File: src/rtl/fixed_partition_allocator_defines.svh
// Assertion macros shared by the fixed partition allocator RTL.
// Expects clk_i and rst_ni in the scope of every use.
`ifndef FIXED_PARTITION_ALLOCATOR_DEFINES_SVH
`define FIXED_PARTITION_ALLOCATOR_DEFINES_SVH

// property must hold at every edge outside reset
`define FPA_ASSERT(name, prop, msg) \
  name: assert property (@(posedge clk_i) disable iff (!rst_ni) (prop)) \
    else $error(msg);

// expression must never be true outside reset
`define FPA_ASSERT_NEVER(name, expr, msg) \
  name: assert property (@(posedge clk_i) disable iff (!rst_ni) !(expr)) \
    else $error(msg);

`endif

File: src/rtl/fpa_pkg.sv
// Types, field widths and codes of the fixed partition allocator.
// No dependencies; used by every module of the block but fpa_ram.
`timescale 1ns / 1ps

package fpa_pkg;

  localparam int unsigned DATA_W     = 24;
  localparam int unsigned PID_W      = 16;
  localparam int unsigned ACT_W      = 2;
  localparam int unsigned CODE_W     = 2;
  localparam int unsigned TAKEN_W    = 8;
  localparam int unsigned FRAG_W     = 31;
  localparam int unsigned CFG_IDX_W  = 2;
  localparam int unsigned DIV_CNT_W  = 5;

  localparam int unsigned IN_USED_W  = ACT_W + PID_W + DATA_W;
  localparam int unsigned IN_W       = ((IN_USED_W + 7) / 8) * 8;
  localparam int unsigned OUT_USED_W = CODE_W + TAKEN_W + FRAG_W;
  localparam int unsigned OUT_W      = ((OUT_USED_W + 7) / 8) * 8;

  localparam logic [FRAG_W-1:0] FRAG_MAX = '1;

  typedef enum logic [ACT_W-1:0] {
    ACT_ALLOC = 2'd0,
    ACT_FREE  = 2'd1,
    ACT_QUERY = 2'd2,
    ACT_NONE  = 2'd3
  } fpa_action_e;

  typedef enum logic [CODE_W-1:0] {
    RES_OK            = 2'd0,
    RES_NO_MEMORY     = 2'd1,
    RES_NOT_ALLOCATED = 2'd2
  } fpa_code_e;

  typedef enum logic [CFG_IDX_W-1:0] {
    REG_MEMORY_SIZE    = 2'd0,
    REG_PARTITION_SIZE = 2'd1
  } fpa_reg_e;

  typedef enum logic [1:0] {
    MODE_IDLE  = 2'd0,
    MODE_COUNT = 2'd1,
    MODE_ALLOC = 2'd2,
    MODE_SCAN  = 2'd3
  } fpa_mode_e;

  typedef struct packed {
    logic      load_req;
    logic      div_start;
    logic      div_need;
    logic      latch_n;
    logic      latch_need;
    logic      clear_scan;
    logic      clear_count;
    fpa_mode_e mode;
    logic      load_out;
  } fpa_cmd_t;

  typedef struct packed {
    fpa_action_e action;
    logic        div_done;
    logic        pass_done;
    logic        alloc_ok;
  } fpa_status_t;

endpackage

File: src/rtl/fpa_ctrl.sv
// Request sequencer of the fixed partition allocator: divide, count, allocate, scan.
// Depends on fpa_pkg and fixed_partition_allocator_defines.svh.
`timescale 1ns / 1ps
`include "fixed_partition_allocator_defines.svh"

module fpa_ctrl (
  input  logic                 clk_i,
  input  logic                 rst_ni,
  input  logic                 s_valid_i,
  output logic                 s_ready_o,
  output logic                 m_valid_o,
  input  logic                 m_ready_i,
  input  fpa_pkg::fpa_status_t sts_i,
  output fpa_pkg::fpa_cmd_t    cmd_o
);

  typedef enum logic [6:0] {
    ST_IDLE  = 7'b0000001,
    ST_DIVN  = 7'b0000010,
    ST_DIVQ  = 7'b0000100,
    ST_COUNT = 7'b0001000,
    ST_ALLOC = 7'b0010000,
    ST_SCAN  = 7'b0100000,
    ST_DONE  = 7'b1000000
  } state_e;

  state_e state_q, state_d;
  logic   m_valid_q, m_valid_d;

  always_comb begin
    state_d = state_q;
    cmd_o   = '0;
    cmd_o.mode = fpa_pkg::MODE_IDLE;
    case (state_q)
      ST_IDLE: begin
        if (s_valid_i) begin
          cmd_o.load_req  = 1'b1;
          cmd_o.div_start = 1'b1;
          state_d         = ST_DIVN;
        end
      end
      ST_DIVN: begin
        if (sts_i.div_done) begin
          cmd_o.latch_n     = 1'b1;
          cmd_o.clear_scan  = 1'b1;
          cmd_o.clear_count = 1'b1;
          case (sts_i.action)
            fpa_pkg::ACT_ALLOC: begin
              cmd_o.div_start = 1'b1;
              cmd_o.div_need  = 1'b1;
              state_d         = ST_DIVQ;
            end
            fpa_pkg::ACT_FREE, fpa_pkg::ACT_QUERY: begin
              state_d = ST_SCAN;
            end
            default: begin
              state_d = ST_DONE;
            end
          endcase
        end
      end
      ST_DIVQ: begin
        if (sts_i.div_done) begin
          cmd_o.latch_need = 1'b1;
          state_d          = ST_COUNT;
        end
      end
      ST_COUNT: begin
        cmd_o.mode = fpa_pkg::MODE_COUNT;
        if (sts_i.pass_done) begin
          if (sts_i.alloc_ok) begin
            cmd_o.clear_scan = 1'b1;
            state_d          = ST_ALLOC;
          end else begin
            state_d = ST_DONE;
          end
        end
      end
      ST_ALLOC: begin
        cmd_o.mode = fpa_pkg::MODE_ALLOC;
        if (sts_i.pass_done) begin
          state_d = ST_DONE;
        end
      end
      ST_SCAN: begin
        cmd_o.mode = fpa_pkg::MODE_SCAN;
        if (sts_i.pass_done) begin
          state_d = ST_DONE;
        end
      end
      ST_DONE: begin
        if (!m_valid_q || m_ready_i) begin
          cmd_o.load_out = 1'b1;
          state_d        = ST_IDLE;
        end
      end
      default: begin
        state_d = ST_IDLE;
      end
    endcase
  end

  always_comb begin
    m_valid_d = m_valid_q;
    if (cmd_o.load_out) begin
      m_valid_d = 1'b1;
    end else if (m_ready_i) begin
      m_valid_d = 1'b0;
    end
  end

  always_ff @(posedge clk_i or negedge rst_ni) begin
    if (!rst_ni) begin
      state_q   <= ST_IDLE;
      m_valid_q <= 1'b0;
    end else begin
      state_q   <= state_d;
      m_valid_q <= m_valid_d;
    end
  end

  assign s_ready_o = (state_q == ST_IDLE);
  assign m_valid_o = m_valid_q;

  `FPA_ASSERT(a_busy_after_accept, (s_valid_i && s_ready_o) |=> !s_ready_o,
              "request accepted while the previous one is still in work")
  `FPA_ASSERT(a_result_shown, cmd_o.load_out |=> m_valid_o,
              "loaded result not presented")
  `FPA_ASSERT_NEVER(a_result_clobber, cmd_o.load_out && m_valid_o && !m_ready_i,
                    "pending result overwritten")

endmodule

File: config.mk
export PLATFORM = sky130hd
export DESIGN_NAME = fpa_ctrl
export DESIGN_NICKNAME = d
export VERILOG_FILES = /design/src/rtl/fpa_pkg.sv /design/src/rtl/fpa_ctrl.sv
export VERILOG_INCLUDE_DIRS = /design/src /design/src/rtl
export SDC_FILE = /design/constraint.sdc
export NUM_CORES = 1
export LEC_CHECK = 0
export BUFFER_PORTS_ARGS = -buffer_cell sky130_fd_sc_hd__buf_2
export CAP_MARGIN = 20
export CORE_MARGIN = 3
export CORE_UTILIZATION = 30
export DETAILED_ROUTE_END_ITERATION = 8
export GPL_TIMING_DRIVEN = 0
export SYNTH_ARGS = -nofsm -noshare
export SYNTH_HDL_FRONTEND = slang
export SYNTH_SLANG_ARGS = --single-unit
File: constraint.sdc
create_clock -name clk_i -period 2.2 [get_ports clk_i]
set_clock_uncertainty 0.1 [all_clocks]
set_input_delay 0.11 -clock clk_i [delete_from_list [all_inputs] [get_ports clk_i]]
set_output_delay 0.11 -clock clk_i [all_outputs]
set_load 0.1 [all_outputs]
# Word-level counts from Yosys, hierarchy flattened
# Cells that the tools add are included.
# classes
n_reduce_logical	7
mux	27
eq_ne	15
# ops
cell	n
7-bit two-way mux	7
7-bit case mux with 6 select lines	1
7-bit case mux with 2 select lines	1
1-bit two-way mux	10
2-bit inequality test (second input constant)	5
2-bit two-way mux	4
7-bit by 1-bit == test with 1-bit output (second input constant)	1
7-bit by 2-bit == test with 1-bit output (second input constant)	1
7-bit by 3-bit == test with 1-bit output (second input constant)	1
7-bit by 4-bit == test with 1-bit output (second input constant)	1
7-bit by 5-bit == test with 1-bit output (second input constant)	1
7-bit by 6-bit == test with 1-bit output (second input constant)	1
7-bit == test (second input constant)	1
2-bit case mux with 3 select lines	1
6-bit AND reduction	1
1-bit case mux with 2 select lines	2
2-bit OR reduction	2
3-bit two-way mux	1
2-bit by 1-bit == test with 1-bit output (second input constant)	1
2-bit == test (second input constant)	1
2-bit zero test	1
2-bit by 1-bit inequality test with 1-bit output (second input constant)	1
2-bit nonzero test	1
1-bit zero test	1
1-bit logical OR	1
# word_totals
out_inout_bits	12
inputBits	9
register_bits	8
elab_cells	51

# Longest topological paths before layout
# depth
depth_word	5
depth_mapped	5
depth_no_buf	5

# Worst setup path after synthesis
# OpenSTA, ideal clock, no wires.
# synth_timing
path_kind	register to register
from	register state_q[4]
to	register state_q[0]
path_stages_with_launch	6
arrival_time_ns	3.077
setup_ns	0.176
period_less_slack_ns	3.353
slack_ns	-1.153
required_time_ns	1.924
n_path_buf	1
path_cell_list	dfrtp_1 buf_4 xor2_1 nand2_1 nor3_1 o32ai_1
# synth_between
elab_chain_len	4
elab_cells_between_ends	16
cone_classes	eq/ne (13); mux (1); reduce/logical (2)
# synth_rtl
item	line_no	text
start, declared	fpa_ctrl.sv:27	state_e state_q, state_d;
start signal, assigned	fpa_ctrl.sv:117	state_q <= state_d;
7-bit by 6-bit == test with 1-bit output or 7-bit by 5-bit == test with 1-bit output (tied branches)	fpa_ctrl.sv:34	case (state_q)
2-bit OR reduction (no line)	--	
2-bit by 1-bit inequality test with 1-bit output (no line)	--	
6-bit AND reduction (no line)	--	
# Parallel ways exist; a longest one is shown, timed or not.
# A chain may end at the register's enable or synchronous reset.

==> results.json <==
{
  "cts_buffers": 3,
  "cts_sinks": 8,
  "reg2reg_slack_ps": 70,
  "fmax_mhz": 445,
  "final_cell_mix": "11 x buf_2, 8 x buf_4, 7 x dfrtp_1, 6 x nand2_1",
  "fin_util_pct": 50.2,
  "grt_start_max_net_pins": 11,
  "period_share_pct": 102,
  "grt_antenna_before_repair": 0,
  "start_util_pct": 33.0,
  "slew_viol_final": 0,
  "violations": "negative setup slack",
  "synthFlopType": "dfrtp_1",
  "ys_types": 38,
  "grt_pass1_wl_mm": 3.23,
  "syn_area_um2": 674,
  "synth_enable_flop_cells": 0,
  "ys_ff_latch": 8,
  "clk_pin_slew_worst_paths_ps": 70,
  "grt_pass1_vias": 714,
  "grt_setup_unrepaired": "yes",
  "cts_buffer_depth": 2,
  "status": "finished, violations left",
  "synthCells": 76,
  "hold_viol": 0,
  "irDropWorstVdd_v": 0.000747,
  "hp-class": "in -> reg",
  "reg2reg_from": "state_q[4]$_DFFE_PN0P_",
  "postPlaceCellArea_um2": 862,
  "crit_end": "cmd_o[8]",
  "ys_warn_count": 0,
  "mostFrequentLayoutCell": "buf_2",
  "clock_latency_ps": 280,
  "leakagePower_nw": 0.480,
  "drv_cap": 0,
  "wl_mm": 1.90,
  "synthToLayoutAreaGrowth_pct": 52.1,
  "design_area_mm2": 0.00103,
  "cp_data_required_time_ps": 1990,
  "clockRootBuffer": "clkbuf_4",
  "cts_max_level": 1,
  "avgViaCountPerCell": 5.21,
  "grtUsageTotal_pct": 16.0,
  "r2r_end": "state_q[4]$_DFFE_PN0P_",
  "vias": 688,
  "final_nets": 117,
  "synthArstFlopShare_pct": 100,
  "place_hpwl_mm": 1.29,
  "dieArea_mm2": 0.00285,
  "power_density_mw_per_mm2": 1170,
  "ant_nets": 0,
  "setup_ws_ps": -47.4,
  "port_buffers": 20,
  "worstMarginPinSlew_ps": 441,
  "dieHeight_um": 53.4,
  "cp-startpoint": "state_q[4]$_DFFE_PN0P_",
  "slew_headroom_pct": 69.9,
  "drt_iter0_drc": 11,
  "drc": 0,
  "dr.pass1.iters": 4,
  "dpl_worst_slack_ps": -199,
  "io_pins": 21,
  "globalRouteOverflowTotal": 0,
  "die_x_um": 53.4,
  "wl_per_cell_um": 14.4,
  "syn_nets": 87,
  "ys_seq_area_share_pct": 29.9,
  "fin_crit_ps": 2250,
  "avgSynthCellArea_um2": 8.87,
  "num_rows": 16,
  "drive_above_1_share_pct": 46.7,
  "critPathLaunchType": "register",
  "cts_tree": "yes",
  "core_mm2": 0.00204,
  "setup_violations": 2,
  "path_max_fanout": 5,
  "diodes": 0,
  "total_power_mw": 1.20,
  "arrival_ps": 2040,
  "gp_congestion": 0.788,
  "reg2reg_depth": 5,
  "worst-setup-path-type": "reg -> out",
  "crit_path_end_kind": "output port"
}
-- report_power, final --
group          internal (mW)  leakage, nW  switching, mW
clock network         0.0702       0.0150         0.0669
registers              0.182        0.107         0.0516
logic                  0.262        0.358          0.568
-- per-stage QoR --
step / TNS (ps) / instances / hold WS, ps
floorplan: -293 / 76 / -286
global placement: -513 / 123 / -136
detailed placement: -583 / 123 / -128
CTS: -96.7 / 133 / 97.3
global route: -281 / 132 / 139
finish: -60.1 / 132 / 96.2
-- routing by layer --
layer | up-vias | part of all wire, % | track usage, %
li1 | 329 | - | -
met1 | 320 | 42 | 19.9
met2 | 34 | 48 | 26.1
met3 | 5 | 7.8 | 2.82
met4 | 0 | 2.0 | 7.66
met5 | - | 0 | 0
-- area by class of cell --
cell class              count  area, um^2
multi-input cells          57         473
plain buffers               4        31.3
inverters                   6        26.3
well taps                  27        33.8
flip-flops and latches      8         201
clock buffers               4        26.3
fillers                   211        1020
repair buffers             26         234
-- worst max-delay path, cell delays in order (launching register included) --
cell	delay, ps
dfrtp_1	380
or4_4	600
nor3_4	250
and3_4	230
nand2b_4	130
buf_12	170
-- sequential cells by signal, indices dropped and copies added, names as in the netlist --
| register | cells |
|---|---|
| state_q | 7 |
| m_valid_o | 1 |
-- synthesized netlist by cell type, types with 2 or more instances --
cell type	count	share of area, %
nor2_1	5	2.8
nand2b_1	4	3.7
and3_1	2	1.9
nor3b_1	3	3.3
dfrtp_1	7	26
xor2_1	2	2.6
o21ai_0	2	1.5
a21o_1	3	3.3
nor3_1	6	4.5
inv_1	6	3.3
nand2_1	6	3.3
buf_4	3	3.3
ha_1	2	3.7
-- how the worst min path moves through the flow --
| stage | from | end | slack (ps) | cells after the start |
|---|---|---|---|---|
| after floorplan | rst_ni | m_valid_o$_DFFE_PN0P_ | -290 | 0 |
| after global placement | rst_ni | m_valid_o$_DFFE_PN0P_ | -140 | 1 |
| after detailed placement | rst_ni | m_valid_o$_DFFE_PN0P_ | -130 | 1 |
| after CTS | m_ready_i | m_valid_o$_DFFE_PN0P_ | 100 | 3 |
| after global routing | m_ready_i | m_valid_o$_DFFE_PN0P_ | 140 | 3 |
| final | m_ready_i | m_valid_o$_DFFE_PN0P_ | 100 | 3 |
-- what timing repair did --
item | CTS | global route
setup buffers | 4 | 0
hold buffers | 2 | 0
hold endpoints to repair | 9 | 0
pin swaps | 3 | 3
endpoints found under the setup margin | 8 | 9
resized for setup | 24 | 5
-- logic make-up (layout without fill, tap and decap cells) --
| group | after synthesis | after routing | share of synthesized area [%] |
|---|---|---|---|
| AO/OA/AOI/OAI | 14 | 14 | 16.9 |
| XOR/XNOR | 3 | 3 | 3.90 |
| adder cells (fa/ha/maj) | 2 | 2 | 3.71 |
| buffers and inverters | 11 | 40 | 8.90 |
| flip-flops | 8 | 8 | 29.9 |
| multiplexers | 2 | 2 | 3.71 |
| AND/OR/NAND/NOR | 36 | 36 | 33.0 |
Power figures use the tool's default switching activity.
